===== config.mk =====
export PLATFORM = sky130hd
export DESIGN_NAME = plro_ctrl
export DESIGN_NICKNAME = d
export VERILOG_FILES = /design/src/rtl/plro_pkg.sv /design/src/rtl/plro_ctrl.sv
export SDC_FILE = /design/constraint.sdc
export NUM_CORES = 1
export LEC_CHECK = 0
export ABC_CLOCK_PERIOD_IN_PS = 2840
export BUFFER_PORTS_ARGS = -buffer_cell sky130_fd_sc_hd__clkbuf_2
export CAP_MARGIN = 20
export CORE_AREA = 2 2 39 41
export CTS_BUF_LIST = sky130_fd_sc_hd__clkbuf_2
export DETAILED_ROUTE_END_ITERATION = 16
export DIE_AREA = 0 0 41 43
export GPL_TIMING_DRIVEN = 0
export PLACE_DENSITY = 0.67
export RECOVER_POWER = 25
export SLEW_MARGIN = 20
export SYNTH_ARGS = -nofsm -noshare
export SYNTH_HDL_FRONTEND = slang
export SYNTH_SLANG_ARGS = --single-unit

===== constraint.sdc =====
create_clock -name clk -period 2.84 [get_ports clk]
set_clock_uncertainty 0.15 [all_clocks]
set_input_delay 0 -clock clk [delete_from_list [all_inputs] [get_ports clk]]
set_output_delay 0 -clock clk [all_outputs]
set_load 0.005 [all_outputs]

===== src/rtl/plro_pkg.sv =====
`timescale 1ns / 1ps
// ----------------------------------------------------------------------------
// plro_pkg
// types and constants shared by the path length and rotation odometer
// ----------------------------------------------------------------------------
package plro_pkg;

  localparam int POS_W    = 32;
  localparam int YAW_W    = 16;
  localparam int THR_W    = 16;
  localparam int LEN_W    = 48;
  localparam int ROT_W    = 40;
  localparam int DIST_W   = 33;
  localparam int RAD_W    = 66;
  localparam int REM_W    = 36;

  // one result bit per radicand bit pair
  localparam int ROOT_STEPS = RAD_W / 2;
  localparam int STEP_W     = $clog2(ROOT_STEPS);

  localparam logic [THR_W-1:0] THR_RESET = 16'd7;

  localparam logic [YAW_W-1:0] HALF_TURN = 16'h8000;

  typedef enum logic [2:0] {
    ST_IDLE,
    ST_DIFF,
    ST_SQUARE,
    ST_SUM,
    ST_ROOT,
    ST_COMMIT
  } plro_state_t;

  typedef struct packed {
    logic load;
    logic diff;
    logic square;
    logic sum;
    logic root_step;
    logic commit;
  } plro_cmd_t;

  typedef struct packed {
    logic route;
  } plro_sts_t;

endpackage


===== src/rtl/plro_ctrl.sv =====
`timescale 1ns / 1ps
// ----------------------------------------------------------------------------
// plro_ctrl
// sequencer for one request: difference, square, sum, root iterations, commit
// ----------------------------------------------------------------------------
module plro_ctrl
  import plro_pkg::*;
(
  input  logic        clk,
  input  logic        rst,
  input  logic        in_valid,
  output logic        in_ready,
  output logic        out_valid,
  input  logic        out_ready,
  input  plro_sts_t   sts,
  output plro_cmd_t   cmd
);

  plro_state_t       state, state_next;
  logic [STEP_W-1:0] step_cnt;
  logic              out_free;

  assign out_free = !out_valid || out_ready;

  always_comb begin
    state_next = state;
    case (state)
      ST_IDLE:   if (in_valid) state_next = ST_DIFF;
      ST_DIFF:   state_next = sts.route ? ST_COMMIT : ST_SQUARE;
      ST_SQUARE: state_next = ST_SUM;
      ST_SUM:    state_next = ST_ROOT;
      ST_ROOT:   if (step_cnt == STEP_W'(ROOT_STEPS - 1)) state_next = ST_COMMIT;
      ST_COMMIT: if (out_free) state_next = ST_IDLE;
      default:   state_next = ST_IDLE;
    endcase
  end

  always_comb begin
    cmd           = '0;
    in_ready      = 1'b0;
    case (state)
      ST_IDLE: begin
        in_ready = 1'b1;
        cmd.load = in_valid;
      end
      ST_DIFF:   cmd.diff      = 1'b1;
      ST_SQUARE: cmd.square    = 1'b1;
      ST_SUM:    cmd.sum       = 1'b1;
      ST_ROOT:   cmd.root_step = 1'b1;
      ST_COMMIT: cmd.commit    = out_free;
      default:   cmd           = '0;
    endcase
  end

  always_ff @(posedge clk) begin
    if (rst) begin
      state     <= ST_IDLE;
      step_cnt  <= '0;
      out_valid <= 1'b0;
    end else begin
      state <= state_next;
      if (cmd.sum) begin
        step_cnt <= '0;
      end else if (cmd.root_step) begin
        step_cnt <= step_cnt + 1'b1;
      end
      if (cmd.commit) begin
        out_valid <= 1'b1;
      end else if (out_ready) begin
        out_valid <= 1'b0;
      end
    end
  end

endmodule


==> key figures <==
Min path
  • Hold path startpoint: out_ready
  • Hold path depth: 4
  • Hold path endpoint: state[0]$_SDFFE_PP0P_
  • Worst hold path type: in -> reg

STA
  • Worst Max-Slew Pin Slew: around 0.43 ns
  • Slack of the critical path: approximately 0.63 ns
  • Setup violators final: 0
  • Final hold viol count: 0
  • Slew HR: 70.9%
  • Final Cycle Share: between 70 and 80%
  • Total negative slack: 0 ns
  • Final Max Slew Viols: 0
  • Unrepaired setup endpoints after global routing: no
  • Min Tclk post-route: around 2.2 ns
  • Fmax: about 450 MHz

Floorplan
  • Core footprint: 1380 sq um
  • Num rows: 14
  • Die H: around 43 um
  • Die Area: roughly 1800 sq um
  • Initial core utilization: a little over two fifths
  • I/O Pins: 13
  • Horiz. Die Dim: ~41 um

Power
  • Worst VDD drop: between 200 and 250 uV
  • Clock power frac: between 10% and 20%
  • Static Leak: ~0.3 nW
  • Total power draw: between 300 and 400 uW
  • Comb power frac: a little over a third
  • Switching share of power: 34.2%
  • Switch Pwr: about 120 uW
  • PwrDens: about 510 nW/um^2
  • Reg power frac: between 40% and 50%
  • Internal Dissipation: around 240 uW

Critical path
  • Critical Path Fanout Max: 10
  • Slowest CP cell: dlygate4sd3_1
  • Data arrival, critical path: around 2.2 ns
  • CP delay by family, top: buffers and inverters
  • Critical path class: reg -> reg
  • Crit-path max cell delay: between 0.6 and 0.7 ns
  • Critical Path Start Type: register
  • Reg2Reg Depth: 5
  • CP bufs+invs: 2
  • Capturing point of the worst reg2reg path: state[2]$_SDFFE_PP0P_
  • CP endpoint kind: register
  • Crit path required time: about 2.9 ns
  • FF-to-FF setup slack: ~0.63 ns
  • FF-to-FF Start: state[1]$_SDFFE_PP0P_
  • CP Cell Sequence: clkbuf_1 > nor2_1 > or3_1 > a311oi_1 > dlygate4sd3_1

Synthesis
  • Synth unique cells: 33
  • Synth area leaders: dfxtp_1, a21oi_1, nor3_1
  • Mapped Avg Cell Area: slightly above 8 sq um
  • Top-area cell type share of the netlist area: 34.7%
  • Seq cells post-synth: 10
  • Register area share after synthesis: 34.7%
  • Count leader, synth: dfxtp_1
  • Number of synthesized flops with an enable pin: 0
  • Post-Synthesis Cells: 70
  • Post-synth top flop: dfxtp_1
  • Yosys top cell by area: dfxtp_1
  • Ys async rst share: 0%
  • Cell Area, Synth: about 580 sq um
  • Commonest cells in the netlist: dfxtp_1, a21oi_1, nor3_1, nand2_1
  • Syn Nets: a little under 80
  • Yosys warnings: 0

Clock network
  • CTS sink cnt: 10
  • Total CTS buffers: 3
  • H-tree levels: 1
  • Root Driver: clkbuf_2
  • Cts repair resizes: 0
  • Clock-pin slew on the worst setup and hold paths: about 0.09 ns
  • Clk buf depth: 2
  • CTS tree: done
  • Clock latency on the worst-skew pair: approximately 0.24 ns
  • Setup bufs post-CTS: 0

Place
  • DP Wirelength: approximately 820 um
  • RD Place Congestion: 0.677
  • Pre-CTS WS: approximately 1.1 ns
  • Port bufs: 12

Global routing
  • Vias in the first global route: 495
  • Grt total ovfl: 0
  • Initial antenna violation count: 0
  • First-pass GRT wire length: ~2000 um
  • Pin count of the biggest net entering global routing: 11
  • Total track usage: between 10% and 20%

Drt
  • Via count: 564
  • Routed Wire Length: ~1200 um
  • Initial DRT Pass Iterations: 4
  • Antenna Nets Post-Route: 0
  • DRC viols: 0
  • Initial drt markers: 8
  • Via/cell ratio: around 5.3
  • Routed length per placed instance: between 10 and 15 um

Finish
  • Layout cells sized above 1: roughly 17%
  • P&R area growth vs syn: 23.4%
  • Area of the multi-input gates: roughly 330 sq um
  • Fill count: 140
  • Ant diodes: 0
  • Final nets: a little under 100
  • Register Area: around 200 sq um

Outcome
  • Run status: finished, final reports clean

Flow run
  • Max-cap violations: 0
per-layer routing:
layer | GRT usage, % | vias up | part of all wire (%)
met2 | 25.9 | 8 | 48
met4 | 11.3 | 0 | 0.82
met1 | 18.9 | 257 | 48
met5 | 0 | - | 0
met3 | 2.09 | 2 | 3.1
li1 | - | 297 | -
layout make-up:
cell class | instances | share of cell area (%)
buffer | 4 | 2.28
clock buffer | 3 | 2.11
tap | 16 | 2.81
timing repair buffer | 17 | 15.1
multi-input combinational | 51 | 46.9
sequential | 10 | 28.1
inverter | 5 | 2.64
worst register-to-register path: stages, from the launching register on:
cell	delay, ns
dfxtp_1	0.37
clkbuf_1	0.31
nor2_1	0.08
or3_1	0.31
a311oi_1	0.32
dlygate4sd3_1	0.61
placed cells by master, fill, tap and decap left out, drive strengths merged, types with 2 or more instances in the layout:
| cell type | n |
|---|---|
| a21oi | 6 |
| buf | 2 |
| clkbuf | 17 |
| dfxtp | 10 |
| dlygate4sd3 | 5 |
| ha | 2 |
| inv | 5 |
| nand2 | 5 |
| nand2b | 3 |
| nand3b | 4 |
| nor2 | 2 |
| nor3 | 6 |
| nor3b | 2 |
| or3 | 2 |
| or3b | 2 |
registers in the layout, summed over array words and instances (netlist names):
name,count
step_cnt,6
out_valid,1
state,3
power groups by stage:
stage | Combinational, mW | Clock (mW) | Sequential (mW)
after global routing | 0.149 | 0.0776 | 0.166
after CTS | 0.134 | 0.0751 | 0.165
after global placement | 0.123 | 0 | 0.168
final | 0.128 | 0.0713 | 0.165
after floorplan | 0.0870 | 0 | 0.165
after detailed placement | 0.125 | 0 | 0.168
worst max-delay path by stage:
stage / from / endpoint / slack [ns] / cells after the start
2_1_floorplan: state[2]$_SDFFE_PP0P_ / step_cnt[5]$_SDFFE_PP0P_ / 1.17 / 4
3_3_place_gp: state[2]$_SDFFE_PP0P_ / step_cnt[5]$_SDFFE_PP0P_ / 1.11 / 4
3_5_place_dp: state[2]$_SDFFE_PP0P_ / step_cnt[5]$_SDFFE_PP0P_ / 1.11 / 4
4_1_cts: state[1]$_SDFFE_PP0P_ / state[2]$_SDFFE_PP0P_ / 0.73 / 5
5_1_grt: state[1]$_SDFFE_PP0P_ / state[2]$_SDFFE_PP0P_ / 0.46 / 5
6_report: state[1]$_SDFFE_PP0P_ / state[2]$_SDFFE_PP0P_ / 0.63 / 5
metrics by stage:
step | util, % | instances | hold slack, ns | instance area, sq um
final | 51.4 | 106 | 0.0394 | 712
after global routing | 51.4 | 106 | 0.0610 | 712
after CTS | 52.2 | 106 | 0.0292 | 722
after floorplan | - | 70 | -0.0809 | 577
after detailed placement | 47.5 | 98 | 0.121 | 657
after global placement | 47.5 | 98 | 0.115 | 657
logic make-up after synthesis:
group,after synthesis,share of synthesized area (%)
buf+inv,9,7.37
simple gates,34,36.0
fa+ha+maj,2,4.34
flops,10,34.7
compound gates,13,14.3
mux,1,1.74
xor+xnor,1,1.52
what timing repair did:
action	CTS	global route
hold buffers	5	0
endpoints found under the setup margin	0	0
hold endpoints to repair	5	0
(Power assumes the default switching activity.)
